===== config.mk =====
export PLATFORM = sky130hd
export DESIGN_NAME = http_chunked_body_decoder
export DESIGN_NICKNAME = d
export VERILOG_FILES = /design/src/hdl/hcbd_pkg.sv /design/src/hdl/http_chunked_body_decoder.sv
export VERILOG_INCLUDE_DIRS = /design/src /design/src/hdl
export SDC_FILE = /design/constraint.sdc
export NUM_CORES = 1
export LEC_CHECK = 0
export ABC_AREA = 1
export BUFFER_PORTS_ARGS = -buffer_cell sky130_fd_sc_hd__clkbuf_2
export CORE_AREA = 2 2 225 227
export CTS_CLUSTER_SIZE = 24
export DETAILED_ROUTE_END_ITERATION = 6
export DIE_AREA = 0 0 227 229
export SLEW_MARGIN = 40
export SYNTH_ARGS = -nofsm -noshare
export SYNTH_HDL_FRONTEND = slang
export SYNTH_SLANG_ARGS = --single-unit

===== constraint.sdc =====
create_clock -name clk_i -period 13.6 [get_ports clk_i]
set_clock_uncertainty 0.2 [all_clocks]
set_input_delay 0.68 -clock clk_i [delete_from_list [all_inputs] [get_ports clk_i]]
set_output_delay 0.68 -clock clk_i [all_outputs]
set_load 0.02 [all_outputs]

===== src/hdl/http_chunked_body_decoder_macros.svh =====
// ----------------------------------------------------------------------------
// http chunked body decoder assertion macros
// shared concurrent assertion forms, clocked on clk_i, disabled in reset
// ----------------------------------------------------------------------------
`ifndef HTTP_CHUNKED_BODY_DECODER_MACROS_SVH
`define HTTP_CHUNKED_BODY_DECODER_MACROS_SVH

// same-cycle implication
`define HCBD_ASSERT_IMPL(lbl, ante, cons, msg) \
  lbl: assert property (@(posedge clk_i) disable iff (!rst_ni) (ante) |-> (cons)) \
    else $error(msg);

// next-cycle implication
`define HCBD_ASSERT_NEXT(lbl, ante, cons, msg) \
  lbl: assert property (@(posedge clk_i) disable iff (!rst_ni) (ante) |=> (cons)) \
    else $error(msg);

`endif


===== src/hdl/hcbd_pkg.sv =====
// ----------------------------------------------------------------------------
// hcbd_pkg
// types, codes and character classes for the chunked body decoder
// ----------------------------------------------------------------------------
package hcbd_pkg;

  // width of the chunk-size accumulator, 32 to 64
  localparam int unsigned SizeBits = 64;

  localparam int unsigned CfgIdxBits  = 1;
  localparam int unsigned CfgDataBits = 32;

  localparam logic [CfgIdxBits-1:0] CfgMaxBody   = 1'b0;
  localparam logic [CfgIdxBits-1:0] CfgMaxHeader = 1'b1;

  localparam logic [31:0] MaxBodyReset   = 32'd16777216;
  localparam logic [15:0] MaxHeaderReset = 16'd8192;

  localparam logic [2:0] ErrNone      = 3'd0;
  localparam logic [2:0] ErrMalformed = 3'd1;
  localparam logic [2:0] ErrMetadata  = 3'd2;
  localparam logic [2:0] ErrBody      = 3'd3;
  localparam logic [2:0] ErrLost      = 3'd4;

  localparam logic [7:0] ChCr    = 8'h0d;
  localparam logic [7:0] ChLf    = 8'h0a;
  localparam logic [7:0] ChSemi  = 8'h3b;
  localparam logic [7:0] ChEq    = 8'h3d;
  localparam logic [7:0] ChQuote = 8'h22;
  localparam logic [7:0] ChBslash = 8'h5c;
  localparam logic [7:0] ChSpace = 8'h20;
  localparam logic [7:0] ChDel   = 8'h7f;

  typedef enum logic [1:0] {
    OpData  = 2'd0,
    OpClose = 2'd1,
    OpStart = 2'd2
  } op_e;

  typedef enum logic [3:0] {
    PhIdle    = 4'd0,
    PhSize    = 4'd1,
    PhExt     = 4'd2,
    PhData    = 4'd3,
    PhDataCr  = 4'd4,
    PhDataLf  = 4'd5,
    PhTrailer = 4'd6,
    PhDone    = 4'd7,
    PhError   = 4'd8
  } phase_e;

  typedef enum logic [2:0] {
    ExName0  = 3'd0,
    ExName   = 3'd1,
    ExVal0   = 3'd2,
    ExTokVal = 3'd3,
    ExQuoted = 3'd4,
    ExEscape = 3'd5,
    ExClosed = 3'd6,
    ExBad    = 3'd7
  } ext_e;

  typedef struct packed {
    logic ok;
    logic [3:0] val;
  } hex_t;

  // chunk-size line parse state
  typedef struct packed {
    logic in_size;
    ext_e ext;
    logic [SizeBits-1:0] acc;
    logic ovf;
    logic digits;
  } line_st_t;

  function automatic logic token_char(logic [7:0] c);
    logic r;
    r = 1'b0;
    if ((c >= "0" && c <= "9") || (c >= "a" && c <= "z") || (c >= "A" && c <= "Z")) begin
      r = 1'b1;
    end
    // 8'h60 is the grave accent
    case (c)
      "!", "#", "$", "%", "&", "'", "*", "+", "-", ".", "^", "_", 8'h60, "|", "~": r = 1'b1;
      default: ;
    endcase
    return r;
  endfunction

  function automatic hex_t hex_value(logic [7:0] c);
    hex_t h;
    h = '0;
    if (c >= "0" && c <= "9") begin
      h.ok  = 1'b1;
      h.val = 4'(c - 8'h30);
    end else if (c >= "a" && c <= "f") begin
      h.ok  = 1'b1;
      h.val = 4'(c - 8'h57);
    end else if (c >= "A" && c <= "F") begin
      h.ok  = 1'b1;
      h.val = 4'(c - 8'h37);
    end
    return h;
  endfunction

  // one ordinary byte of a chunk-size line
  function automatic line_st_t line_byte(line_st_t s, logic [7:0] c);
    line_st_t r;
    hex_t h;
    r = s;
    h = hex_value(c);
    if (s.in_size) begin
      if (h.ok) begin
        if (s.acc[SizeBits-1 -: 4] != 4'd0) begin
          r.ovf = 1'b1;
        end
        r.acc    = {s.acc[SizeBits-5:0], h.val};
        r.digits = 1'b1;
      end else begin
        r.in_size = 1'b0;
        r.ext     = (c == ChSemi) ? ExName0 : ExBad;
      end
    end else begin
      case (s.ext)
        ExName0: r.ext = token_char(c) ? ExName : ExBad;
        ExName: begin
          if (c == ChSemi) r.ext = ExName0;
          else if (c == ChEq) r.ext = ExVal0;
          else if (!token_char(c)) r.ext = ExBad;
        end
        ExVal0: begin
          if (c == ChQuote) r.ext = ExQuoted;
          else r.ext = token_char(c) ? ExTokVal : ExBad;
        end
        ExTokVal: begin
          if (c == ChSemi) r.ext = ExName0;
          else if (!token_char(c)) r.ext = ExBad;
        end
        ExQuoted: begin
          if (c == ChQuote) r.ext = ExClosed;
          else if (c == ChBslash) r.ext = ExEscape;
          else if (c < ChSpace || c == ChDel) r.ext = ExBad;
        end
        ExEscape: r.ext = ExQuoted;
        ExClosed: r.ext = (c == ChSemi) ? ExName0 : ExBad;
        default:  r.ext = ExBad;
      endcase
    end
    return r;
  endfunction

endpackage


===== src/hdl/http_chunked_body_decoder.sv =====
// ----------------------------------------------------------------------------
// http_chunked_body_decoder
// byte-serial decoder for a chunked http/1.1 message body
// ----------------------------------------------------------------------------
//
// channel   dir  handshake               payload
// s_axis    in   s_axis_tvalid/tready    tdata: data_byte, tuser: op
// m_axis    out  m_axis_tvalid/tready    tdata: body_byte, complete, error_code
//                                        tuser: body_valid
// cfg       in   cfg_valid/cfg_ready     cfg_addr: register index, cfg_data
//
// one request in, one result out, a new request every cycle while m_axis drains the results
// result shows on m_axis in the cycle after the input request is taken
// the single output register sets the rate: input is taken while it is empty
//   or being drained in the same cycle
// asynchronous active-low reset returns limits to their defaults, phase idle
// cfg_ready is always high
//
module http_chunked_body_decoder (
  input  logic                             clk_i,
  input  logic                             rst_ni,
  // input stream
  input  logic                             s_axis_tvalid,
  output logic                             s_axis_tready,
  input  logic [7:0]                       s_axis_tdata,   // [7:0] data_byte
  input  logic [1:0]                       s_axis_tuser,   // [1:0] op
  // result stream
  output logic                             m_axis_tvalid,
  input  logic                             m_axis_tready,
  output logic [15:0]                      m_axis_tdata,   // [7:0] body_byte, [8] complete,
                                                           // [11:9] error_code, [15:12] zero
  output logic                             m_axis_tuser,   // [0] body_valid
  // configuration writes
  input  logic                             cfg_valid,
  output logic                             cfg_ready,
  input  logic [hcbd_pkg::CfgIdxBits-1:0]  cfg_addr,
  input  logic [hcbd_pkg::CfgDataBits-1:0] cfg_data
);

  // limits
  logic [31:0] max_body_q;
  logic [15:0] max_hdr_q;

  // decoder state
  hcbd_pkg::phase_e            phase_q, phase_d;
  hcbd_pkg::ext_e              ext_q, ext_d;
  logic [hcbd_pkg::SizeBits-1:0] acc_q, acc_d;
  logic                        ovf_q, ovf_d;
  logic                        digits_q, digits_d;
  logic [31:0]                 chunk_rem_q, chunk_rem_d;
  logic [31:0]                 body_cnt_q, body_cnt_d;
  logic [15:0]                 meta_q, meta_d;
  logic                        prev_cr_q, prev_cr_d;
  logic [1:0]                  term_q, term_d;
  logic [2:0]                  err_q, err_d;

  // output register
  logic        out_valid_q;
  logic [7:0]  out_byte_q;
  logic        out_bv_q;
  logic        out_cmp_q;
  logic [2:0]  out_err_q;

  logic        in_fire;
  logic [7:0]  c;
  logic [1:0]  op;
  logic [15:0] meta_inc;
  logic        ext_ok;
  logic [31:0] room;
  logic        trl_done;
  logic [7:0]  body_d;
  logic        bv_d;
  hcbd_pkg::line_st_t ls, lb;

  assign in_fire       = s_axis_tvalid && s_axis_tready;
  assign s_axis_tready = !out_valid_q || m_axis_tready;
  assign cfg_ready     = 1'b1;
  assign c             = s_axis_tdata;
  assign op            = s_axis_tuser;

  // saturating metadata count
  assign meta_inc = (meta_q != 16'hffff) ? meta_q + 16'd1 : meta_q;

  // only these extension states may end a size line
  assign ext_ok = (phase_q == hcbd_pkg::PhSize) || (ext_q == hcbd_pkg::ExName) ||
                  (ext_q == hcbd_pkg::ExTokVal) || (ext_q == hcbd_pkg::ExClosed);

  // body bytes still allowed
  assign room = (max_body_q > body_cnt_q) ? max_body_q - body_cnt_q : 32'd0;

  assign ls = '{in_size: (phase_q == hcbd_pkg::PhSize), ext: ext_q, acc: acc_q,
                ovf: ovf_q, digits: digits_q};

  always_comb begin
    phase_d     = phase_q;
    ext_d       = ext_q;
    acc_d       = acc_q;
    ovf_d       = ovf_q;
    digits_d    = digits_q;
    chunk_rem_d = chunk_rem_q;
    body_cnt_d  = body_cnt_q;
    meta_d      = meta_q;
    prev_cr_d   = prev_cr_q;
    term_d      = term_q;
    err_d       = err_q;
    body_d      = 8'd0;
    bv_d        = 1'b0;
    lb          = ls;
    trl_done    = 1'b0;

    case (op)
      hcbd_pkg::OpStart: begin
        ext_d       = hcbd_pkg::ExName0;
        acc_d       = '0;
        ovf_d       = 1'b0;
        digits_d    = 1'b0;
        meta_d      = 16'd0;
        prev_cr_d   = 1'b0;
        chunk_rem_d = 32'd0;
        body_cnt_d  = 32'd0;
        term_d      = 2'd0;
        err_d       = hcbd_pkg::ErrNone;
        phase_d     = hcbd_pkg::PhSize;
      end
      hcbd_pkg::OpClose: begin
        if (phase_q >= hcbd_pkg::PhSize && phase_q <= hcbd_pkg::PhTrailer) begin
          phase_d = hcbd_pkg::PhError;
          err_d   = hcbd_pkg::ErrLost;
        end
      end
      hcbd_pkg::OpData: begin
        case (phase_q)
          hcbd_pkg::PhSize, hcbd_pkg::PhExt: begin
            if (prev_cr_q && c == hcbd_pkg::ChLf) begin
              // line complete: check it and pick the next phase
              prev_cr_d = 1'b0;
              meta_d    = 16'd0;
              if (!digits_q || ovf_q || !ext_ok) begin
                phase_d = hcbd_pkg::PhError;
                err_d   = hcbd_pkg::ErrMalformed;
              end else if (acc_q == '0) begin
                phase_d = hcbd_pkg::PhTrailer;
                term_d  = 2'd0;
              end else if (acc_q > hcbd_pkg::SizeBits'(room)) begin
                phase_d = hcbd_pkg::PhError;
                err_d   = hcbd_pkg::ErrBody;
              end else begin
                chunk_rem_d = acc_q[31:0];
                phase_d     = hcbd_pkg::PhData;
              end
            end else begin
              // a pending cr not followed by lf is an ordinary line byte
              if (prev_cr_q) begin
                lb = hcbd_pkg::line_byte(lb, hcbd_pkg::ChCr);
              end
              prev_cr_d = 1'b0;
              if (c == hcbd_pkg::ChLf) begin
                phase_d = hcbd_pkg::PhError;
                err_d   = hcbd_pkg::ErrMalformed;
              end else begin
                meta_d = meta_inc;
                if (c == hcbd_pkg::ChCr) begin
                  prev_cr_d = 1'b1;
                end else begin
                  lb = hcbd_pkg::line_byte(lb, c);
                end
                phase_d  = lb.in_size ? hcbd_pkg::PhSize : hcbd_pkg::PhExt;
                ext_d    = lb.ext;
                acc_d    = lb.acc;
                ovf_d    = lb.ovf;
                digits_d = lb.digits;
                if (meta_inc >= max_hdr_q) begin
                  phase_d = hcbd_pkg::PhError;
                  err_d   = hcbd_pkg::ErrMetadata;
                end
              end
            end
          end
          hcbd_pkg::PhData: begin
            body_d      = c;
            bv_d        = 1'b1;
            body_cnt_d  = body_cnt_q + 32'd1;
            chunk_rem_d = chunk_rem_q - 32'd1;
            if (chunk_rem_q == 32'd1) begin
              phase_d = hcbd_pkg::PhDataCr;
            end
          end
          hcbd_pkg::PhDataCr: begin
            if (c == hcbd_pkg::ChCr) begin
              phase_d = hcbd_pkg::PhDataLf;
            end else begin
              phase_d = hcbd_pkg::PhError;
              err_d   = hcbd_pkg::ErrMalformed;
            end
          end
          hcbd_pkg::PhDataLf: begin
            if (c == hcbd_pkg::ChLf) begin
              ext_d     = hcbd_pkg::ExName0;
              acc_d     = '0;
              ovf_d     = 1'b0;
              digits_d  = 1'b0;
              meta_d    = 16'd0;
              prev_cr_d = 1'b0;
              phase_d   = hcbd_pkg::PhSize;
            end else begin
              phase_d = hcbd_pkg::PhError;
              err_d   = hcbd_pkg::ErrMalformed;
            end
          end
          hcbd_pkg::PhTrailer: begin
            // term: 1 after cr, 2 after crlf, 3 after crlfcr
            meta_d = meta_inc;
            if (c == hcbd_pkg::ChLf) begin
              if (term_q == 2'd1) begin
                if (meta_inc == 16'd2) trl_done = 1'b1;
                else term_d = 2'd2;
              end else if (term_q == 2'd3) begin
                trl_done = 1'b1;
              end else begin
                phase_d = hcbd_pkg::PhError;
                err_d   = hcbd_pkg::ErrMalformed;
              end
            end else if (c == hcbd_pkg::ChCr) begin
              term_d = (term_q == 2'd2) ? 2'd3 : 2'd1;
            end else begin
              term_d = 2'd0;
            end
            if (phase_d != hcbd_pkg::PhError) begin
              if (trl_done) begin
                if (meta_inc > max_hdr_q) begin
                  phase_d = hcbd_pkg::PhError;
                  err_d   = hcbd_pkg::ErrMetadata;
                end else begin
                  phase_d = hcbd_pkg::PhDone;
                end
              end else if (meta_inc >= max_hdr_q) begin
                phase_d = hcbd_pkg::PhError;
                err_d   = hcbd_pkg::ErrMetadata;
              end
            end
          end
          default: ;
        endcase
      end
      default: ;
    endcase
  end

  // configuration registers
  always_ff @(posedge clk_i or negedge rst_ni) begin
    if (!rst_ni) begin
      max_body_q <= hcbd_pkg::MaxBodyReset;
      max_hdr_q  <= hcbd_pkg::MaxHeaderReset;
    end else if (cfg_valid && cfg_ready) begin
      case (cfg_addr)
        hcbd_pkg::CfgMaxBody:   max_body_q <= cfg_data[31:0];
        hcbd_pkg::CfgMaxHeader: max_hdr_q  <= cfg_data[15:0];
        default: ;
      endcase
    end
  end

  // decoder state
  always_ff @(posedge clk_i or negedge rst_ni) begin
    if (!rst_ni) begin
      phase_q     <= hcbd_pkg::PhIdle;
      ext_q       <= hcbd_pkg::ExName0;
      acc_q       <= '0;
      ovf_q       <= 1'b0;
      digits_q    <= 1'b0;
      chunk_rem_q <= 32'd0;
      body_cnt_q  <= 32'd0;
      meta_q      <= 16'd0;
      prev_cr_q   <= 1'b0;
      term_q      <= 2'd0;
      err_q       <= hcbd_pkg::ErrNone;
    end else if (in_fire) begin
      phase_q     <= phase_d;
      ext_q       <= ext_d;
      acc_q       <= acc_d;
      ovf_q       <= ovf_d;
      digits_q    <= digits_d;
      chunk_rem_q <= chunk_rem_d;
      body_cnt_q  <= body_cnt_d;
      meta_q      <= meta_d;
      prev_cr_q   <= prev_cr_d;
      term_q      <= term_d;
      err_q       <= err_d;
    end
  end

  // result register: valid flag
  always_ff @(posedge clk_i or negedge rst_ni) begin
    if (!rst_ni) begin
      out_valid_q <= 1'b0;
    end else if (in_fire) begin
      out_valid_q <= 1'b1;
    end else if (m_axis_tready) begin
      out_valid_q <= 1'b0;
    end
  end

  // result register: payload
  always_ff @(posedge clk_i) begin
    if (in_fire) begin
      out_byte_q <= body_d;
      out_bv_q   <= bv_d;
      out_cmp_q  <= (phase_d == hcbd_pkg::PhDone);
      out_err_q  <= (phase_d == hcbd_pkg::PhError) ? err_d : hcbd_pkg::ErrNone;
    end
  end

  assign m_axis_tvalid = out_valid_q;
  assign m_axis_tdata  = {4'd0, out_err_q, out_cmp_q, out_byte_q};
  assign m_axis_tuser  = out_bv_q;

  `include "http_chunked_body_decoder_macros.svh"

  // a payload byte never comes with a status
  `HCBD_ASSERT_IMPL(a_body_no_status, out_valid_q && out_bv_q,
                    !out_cmp_q && out_err_q == hcbd_pkg::ErrNone, "body byte with status")
  // in the data phase at least one payload byte is still owed
  `HCBD_ASSERT_IMPL(a_data_rem_nonzero, phase_q == hcbd_pkg::PhData,
                    chunk_rem_q != 32'd0, "empty chunk in data phase")
  // every accepted request leaves a result
  `HCBD_ASSERT_NEXT(a_fire_gives_result, in_fire, out_valid_q, "request without result")

endmodule


==> impl_results.rst, run 1 <==
.. list-table::
   :header-rows: 1

   * - Metric
     - Value
   * - Vertical die dimension
     - 229 um
   * - Maximum number of pins on one net before global-route repair
     - 100
   * - Post-CTS clock slew at the launch and capture registers of the worst setup and hold paths
     - 0.07 ns
   * - Worst slew margin relative to its limit
     - 49.7%
   * - TritonCTS clock tree
     - done
   * - Worst hold start
     - cfg_data[17]
   * - Number of cells produced by synthesis
     - 1,945
   * - Arrival time at the worst endpoint
     - 6.20 ns
   * - Number of synthesized flops with an enable pin
     - 13
   * - FF+latch count, synth
     - 221
   * - Number of nets in the final layout
     - 2,137
   * - Final weighted congestion in routability-driven placement
     - 0.882
   * - P per Cell Area
     - 125 nW/um2
   * - Number of clock buffers inserted by TritonCTS
     - 27
   * - PortBufs
     - 62
   * - Outcome
     - completed
   * - Worst setup startpoint
     - max_body_q[0]$_DFFE_PN0P_
   * - Starting density of the core
     - 29.7%
   * - Detailed router's first-iteration violation count
     - 1,031
   * - Final-report hold violation count
     - 0
   * - Count of H-tree levels built during CTS
     - 1
   * - Post-synthesis instance area
     - 14,800 um2
   * - Layout filler cell count
     - 5,231
   * - Sequential fraction of the synthesis area
     - 37.9%
   * - First-pass iteration count of the detailed router
     - 6
   * - RSZ-0062 raised after global routing
     - no
   * - Overall power after layout
     - 0.00209 W
   * - Area of the die
     - 52,000 um2
   * - Vias in the first global route
     - 13,300
   * - Wire length of the first global-routing pass
     - 67,800 um
   * - Number of placement rows
     - 82
   * - Area used by multi-input combinational logic
     - 7730 um2
   * - Crit path top cell by count
     - nand2_1
   * - Global routing met2 resource utilization
     - 26.3%
   * - Commonest non-fill, non-tap cell in the layout
     - nand2_1
   * - Combined global-route utilization of all metal layers
     - 15.8%
   * - Sinks on Clock Net
     - 221
   * - Sum of net half-perimeters after detailed placement
     - 30,200 um
   * - Clock Latency Late Sink
     - 0.56 ns
   * - Clock tree root buffer cell
     - clkbuf_16
   * - Number of antenna violations at the first check in global routing
     - 0
   * - Slowest stage cell, crit path
     - inv_2
   * - Gr ovfl total
     - 0
   * - Total setup buffers inserted after CTS
     - 0
   * - Fraction of final layout cells with drive strength greater than 1
     - 11.1%
   * - Area of all placed cells without fillers
     - 16,800 um2
   * - Count of final max-slew check failures
     - 0
   * - Reported leakage power
     - 7.92 nW
   * - DR WL/cell
     - 15.0 um
   * - Number of max-cap violations
     - 0
   * - Delay of the slowest cell on the worst path
     - 0.59 ns
   * - Core box area
     - 49,700 um2
   * - DR vias/cell
     - 4.97
   * - Count of cells resized by post-cts repair
     - 0
   * - Count of antenna diodes in the layout
     - 0
   * - Global routing met1 resource utilization
     - 21.2%
   * - GR Layer Usage met3
     - 2.33%
   * - Commonest cells after routing, fill and taps aside
     - 355 x nand2_1, 311 x inv_1, 206 x dfrtp_1
   * - Area growth from synthesis to layout
     - 13.4%
   * - Post-synthesis area per instance
     - 7.59 um2
   * - DRC violations left
     - 0
   * - Top-Level Pins
     - 68
   * - Cell area after placement
     - 15,800 um2
   * - Fraction of registers with async set/reset
     - 94.1%
   * - Setup crit start kind
     - flop
   * - Yosys cell types
     - 71
   * - Setup Total Neg Slack
     - 0 ns
   * - Critical path capture point type
     - flop
   * - Die width
     - 227 um
   * - Highest attainable clock frequency
     - 168 MHz
   * - Syn. warnings
     - 0
   * - Reg area
     - 5600 um2
   * - Maximum vdd drop
     - 0.0000706 V
   * - Final critical-path share of the clock period
     - 43.7%
   * - Clock tree buffer depth
     - 3
   * - Leading register cell type out of synthesis
     - dfrtp_1
   * - Min-delay worst type
     - input port to flop
   * - Kind of critical path
     - flop to flop
   * - Final setup violation count
     - 0
   * - Count of nets left with antenna violations after detail routing
     - 0
   * - Detailed Route WL
     - 40,400 um
   * - Reg-to-Reg Start
     - max_body_q[0]$_DFFE_PN0P_
   * - Min cycle time layout
     - 5.95 ns
   * - Required time at the worst-slack endpoint
     - 13.85 ns
   * - Transition time at the pin with the least slew margin
     - 0.753 ns
   * - Critical Path Fanout Max
     - 33
   * - Via count
     - 13,400
   * - GRT Max-Usage Layer
     - met2
routing by layer:
metal,routed length [um],share of wire (%)
met5,0,0
met4,1050,2.6
met3,2090,5.2
met2,18600,46
met1,18700,46
path summary, 6_finish.rpt:
path | endpoint | slack [ns] | cells after the start
worst min-delay path | max_body_q[17]$_DFFE_PN0P_ | 0.16 | 2
worst min register to register | max_hdr_q[1]$_DFFE_PN0P_ | 0.29 | 2
worst max-delay path | chunk_rem_q[15]$_DFFE_PN0P_ | 7.65 | 30
worst max register to register | chunk_rem_q[15]$_DFFE_PN0P_ | 7.65 | 30
min in group asynchronous | max_hdr_q[10]$_DFFE_PN0P_ | 0.38 | 2
max in group asynchronous | acc_q[63]$_DFFE_PN0P_ | 11.28 | 4
stage by stage:
step	instances	utilization, %	setup WS [ns]	hold WS (ns)
after floorplan	1948	-	9.03	0.184
after global placement	2639	31.7	7.90	0.270
after detailed placement	2640	31.8	7.64	0.276
after CTS	2689	33.6	7.66	0.0573
after global routing	2691	33.7	6.93	0.137
final	2691	33.7	7.65	0.155
worst max-delay path: cells and delay by family (launching register included):
kind / cells / cell delay (ns)
compound gates: 9 / 1.61
fa+ha+maj: 3 / 0.78
flops: 1 / 0.38
simple gates: 14 / 1.93
buf+inv: 4 / 0.91
logic make-up after synthesis:
logic type                 after synthesis  synth area share (%)
adders and majority gates               90                  7.67
xor gates and xnor gates                27                  1.60
and+or+nand+nor                        776                  24.0
other                                    2                0.0508
AOI/OAI and AO/OA                      436                  17.6
DFF                                    221                  37.9
buffers and inverters                  377                  10.0
muxes                                   16                  1.22
power breakdown:
group          switching, W  total [W]  internal (W)
Clock              0.000305   0.000768      0.000463
Sequential        0.0000402   0.000744      0.000704
Combinational      0.000373   0.000574      0.000201
Yosys cell counts (3+ instances only):
cell type / count / area, um2
buf_2: 18 / 90.1
a21o_1: 3 / 22.5
nand3_1: 77 / 385
nor2_4: 6 / 67.6
dfrtp_1: 206 / 5150
a31oi_1: 7 / 43.8
o2111ai_1: 12 / 105
a211oi_1: 3 / 22.5
o22ai_1: 87 / 544
o211ai_1: 11 / 82.6
o21ai_1: 11 / 55.1
o21a_1: 14 / 105
edfxtp_1: 13 / 390
nor4_1: 14 / 87.6
a21boi_0: 3 / 22.5
or2_2: 11 / 68.8
clkbuf_1: 20 / 75.1
nor2_2: 12 / 75.1
a21oi_1: 130 / 651
nand4_1: 45 / 282
nand2_1: 357 / 1340
nor2_1: 168 / 631
ha_1: 89 / 1110
nor3_4: 3 / 48.8
xor2_1: 22 / 193
inv_2: 13 / 48.8
xnor2_1: 5 / 43.8
mux2_2: 16 / 180
clkinv_1: 3 / 11.3
o41ai_2: 5 / 81.3
buf_4: 9 / 67.6
nand2_2: 13 / 81.3
nor3_2: 6 / 60.1
o21ai_0: 129 / 646
inv_1: 311 / 1170
nor3_1: 49 / 245
flip-flops by register name, summed over array words and instances, names as in the netlist, 4 cells and up:
name	cells
chunk_rem_q	32
out_byte_q	8
acc_q	64
phase_q	4
meta_q	16
max_body_q	32
body_cnt_q	32
max_hdr_q	16
layout make-up:
type	count	share of cell area (%)
sequential	221	33.4
timing repair buffer	72	2.54
inverter	327	7.33
tap	672	5.02
clock inverter	16	1.18
multi-input combinational	1350	46.1
clock buffer	33	4.41
timing repair:
item / in CTS / in global routing
endpoints found under the hold margin: 0 / 27
hold buffers: 0 / 1
endpoints found under the setup margin: 0 / 0
No activity file was read; power rests on OpenSTA's default activity.
==> run 2: changes to the inputs <==
clock period = 5.4 ns   (was 13.6 ns; I/O delays follow)
==> impl_results.rst, run 2 (synthesized netlist as in run 1, its figures left out) <==
.. list-table::
   :header-rows: 1

   * - Metric
     - Value
   * - Required time at the worst-slack endpoint
     - 5.57 ns (-8.28 ns)
   * - Min-delay worst type
     - input port to flop
   * - Arrival time at the worst endpoint
     - 5.11 ns (-1.09 ns)
   * - Commonest cells after routing, fill and taps aside
     - 354 x nand2_1, 310 x inv_1, 206 x dfrtp_1
   * - Area growth from synthesis to layout
     - 16.8%
   * - Vertical die dimension
     - 229 um (unchanged)
   * - Critical Path Fanout Max
     - 3 (-91%)
   * - Number of antenna violations at the first check in global routing
     - 0 (unchanged)
   * - Worst slew margin relative to its limit
     - 49.2% (-0.58 points)
   * - Count of H-tree levels built during CTS
     - 1 (unchanged)
   * - Crit path top cell by count
     - nand2_1
   * - Clock tree buffer depth
     - 3 (unchanged)
   * - Final-report hold violation count
     - 0 (unchanged)
   * - Final weighted congestion in routability-driven placement
     - 0.869 (-1.5%)
   * - Switching part of the total
     - 34.7% (+0.20 points)
   * - TritonCTS clock tree
     - done
   * - Kind of critical path
     - flop to flop
   * - Critical path capture point type
     - flop
   * - Pre-CTS worst setup slack
     - -0.00120 ns (-7.64 ns)
   * - DRC violations left
     - 0 (unchanged)
   * - Combined global-route utilization of all metal layers
     - 15.6% (-0.22 points)
   * - Reg area
     - 5600 um2 (unchanged)
   * - Transition time at the pin with the least slew margin
     - 0.762 ns (+0.00867 ns)
   * - PortBufs
     - 62 (unchanged)
   * - Setup crit start kind
     - flop
   * - Vias in the first global route
     - 13,300 (-0.17%)
   * - Highest attainable clock frequency
     - 203 MHz (+21%)
   * - Sinks on Clock Net
     - 221 (unchanged)
   * - Gr ovfl total
     - 0 (unchanged)
   * - Starting density of the core
     - 29.7% (unchanged)
   * - Min cycle time layout
     - 4.93 ns (-1.01 ns)
   * - Top-Level Pins
     - 68 (unchanged)
   * - Cell Int Power
     - 0.00336 W (+150%)
   * - DR WL/cell
     - 14.7 um (-2.0%)
   * - Clock tree root buffer cell
     - clkbuf_16
   * - Fraction of final layout cells with drive strength greater than 1
     - 11.8% (+0.74 points)
   * - Commonest non-fill, non-tap cell in the layout
     - nand2_1
   * - Count of nets left with antenna violations after detail routing
     - 0 (unchanged)
   * - Reported leakage power
     - 8.12 nW (+2.6%)
   * - Switching power total
     - 0.00178 W (+150%)
   * - Slowest stage cell, crit path
     - fa_1
   * - Setup Total Neg Slack
     - 0 ns (unchanged)
   * - Area used by multi-input combinational logic
     - 7810 um2 (+1.0%)
   * - First-pass iteration count of the detailed router
     - 7 (+1)
   * - Flop pwr share
     - 36.5% (+0.8 points)
   * - Number of nets in the final layout
     - 2,189 (+2.4%)
   * - Final standard cell count with taps included and fillers excluded
     - 2,743 (+1.9%)
   * - Wire length of the first global-routing pass
     - 67,000 um (-1.1%)
   * - Clock Latency Late Sink
     - 0.55 ns (about the same)
   * - Area of the die
     - 52,000 um2 (unchanged)
   * - Number of clock buffers inserted by TritonCTS
     - 26 (-3.7%)
   * - Delay of the slowest cell on the worst path
     - 0.39 ns (-0.20 ns)
   * - Final critical-path share of the clock period
     - 91.4% (+48 points)
   * - Number of placement rows
     - 82 (unchanged)
   * - Detailed Route WL
     - 40,400 um (-0.14%)
   * - P per Cell Area
     - 298 nW/um2 (+140%)
   * - Outcome
     - completed
   * - Layout filler cell count
     - 5,254 (+0.44%)
   * - Via count
     - 13,500 (+0.52%)
   * - Number of max-cap violations
     - 0 (unchanged)
   * - Largest register by flop count
     - acc_q
   * - Maximum number of pins on one net before global-route repair
     - 130 (+30%)
   * - Number of flip-flops under the largest register name
     - 64 (unchanged)
   * - Final setup violation count
     - 0 (unchanged)
   * - Maximum vdd drop
     - 0.000247 V (+250%)
   * - Count of final max-slew check failures
     - 0 (unchanged)
   * - Sum of net half-perimeters after detailed placement
     - 30,200 um (+0.19%)
   * - DR vias/cell
     - 4.90 (-1.4%)
   * - Count of antenna diodes in the layout
     - 0 (unchanged)
   * - Core box area
     - 49,700 um2 (unchanged)
   * - Setup slack after layout
     - 0.466 ns (-7.19 ns)
   * - Clock Power Share
     - 34.1% (-2.7 points)
   * - Post-placement cell count
     - 2,647 (+0.27%)
   * - Die width
     - 227 um (unchanged)
   * - Post-CTS clock slew at the launch and capture registers of the worst setup and hold paths
     - 0.06 ns (about the same)
   * - Gate power share
     - 29.4% (+1.9 points)
   * - Detailed router's first-iteration violation count
     - 1,047 (+1.6%)
[run 2: cell types whose count changed in the layout (fill, tap and decap cells not counted), sizes merged]
cell and change:
clkbuf +9, clkinv -1, inv -3, buf +8, bufinv -4, clkinvlp -1
dlygate4sd3 +44
[run 2: final cells by class]
class                           count  area share, %
Tap cell                          672           4.87
Clock buffer                       41           4.70
Timing Repair Buffer              125           5.39
Multi-Input combinational cell   1350           45.3
Inverter                          327           7.12
Sequential cell                   221           32.5
Clock inverter                      7          0.218
[run 2: final timing paths]
check                                           from                     endpoint  slack (ns)  cells after the start
max                        max_body_q[0]$_DFFE_PN0P_   out_err_q[2]$_SDFFCE_PP0P_        0.47                     37
min                                  s_axis_tuser[1]   body_cnt_q[28]$_DFFE_PN0P_        0.09                      4
max reg2reg                max_body_q[0]$_DFFE_PN0P_   out_err_q[2]$_SDFFCE_PP0P_        0.47                     37
min reg2reg                max_hdr_q[12]$_DFFE_PN0P_    max_hdr_q[12]$_DFFE_PN0P_        0.28                      2
max in group asynchronous                     rst_ni  chunk_rem_q[10]$_DFFE_PN0P_        3.67                      3
min in group asynchronous                     rst_ni     max_hdr_q[9]$_DFFE_PN0P_        0.15                      2
[run 2: timing repair]
| item | 4_1_cts | 5_1_grt |
|---|---|---|
| setup endpoints to repair | 3 | 42 |
| pin swaps | 0 | 6 |
| gates resized for setup | 1 | 24 |
| buffers inserted | 0 | 3 |
| hold buffers | 45 | 0 |
| hold endpoints to repair | 141 | 0 |
[run 2: power groups by stage]
| stage | Combinational (W) | Sequential [W] | Clock, W |
|---|---|---|---|
| 2_1_floorplan | 0.00109 | 0.00187 | 0 |
| 3_3_place_gp | 0.00141 | 0.00190 | 0 |
| 3_5_place_dp | 0.00144 | 0.00190 | 0 |
| 4_1_cts | 0.00148 | 0.00187 | 0.00181 |
| 5_1_grt | 0.00174 | 0.00189 | 0.00187 |
| 6_report | 0.00151 | 0.00187 | 0.00175 |
[run 2: routing by layer]
metal	wire length, um	track usage (%)	share of wire [%]
met5	0	0	0
met4	1390	5.31	3.4
met3	1630	2.33	4.0
met2	18800	26.0	47
met1	18500	20.6	46
[run 2: per-stage QoR]
step	util (%)	hold WS [ns]	power (W)	area, um2
3_3_place_gp	31.9	0.158	0.00331	15800
6_report	34.7	0.0897	0.00514	17300
2_1_floorplan	-	-0.226	0.00296	14800
3_5_place_dp	31.9	0.166	0.00334	15800
4_1_cts	34.5	0.0429	0.00516	17100
5_1_grt	34.7	0.106	0.00549	17300
[run 2: critical path, delay by kind of cell, from the launching register on]
family	cells	cell delay [ns]
AND/OR/NAND/NOR	25	2.31
buffers and inverters	3	0.20
flip-flops	1	0.38
AO/OA/AOI/OAI	6	0.82
adder cells (fa/ha/maj)	3	0.84
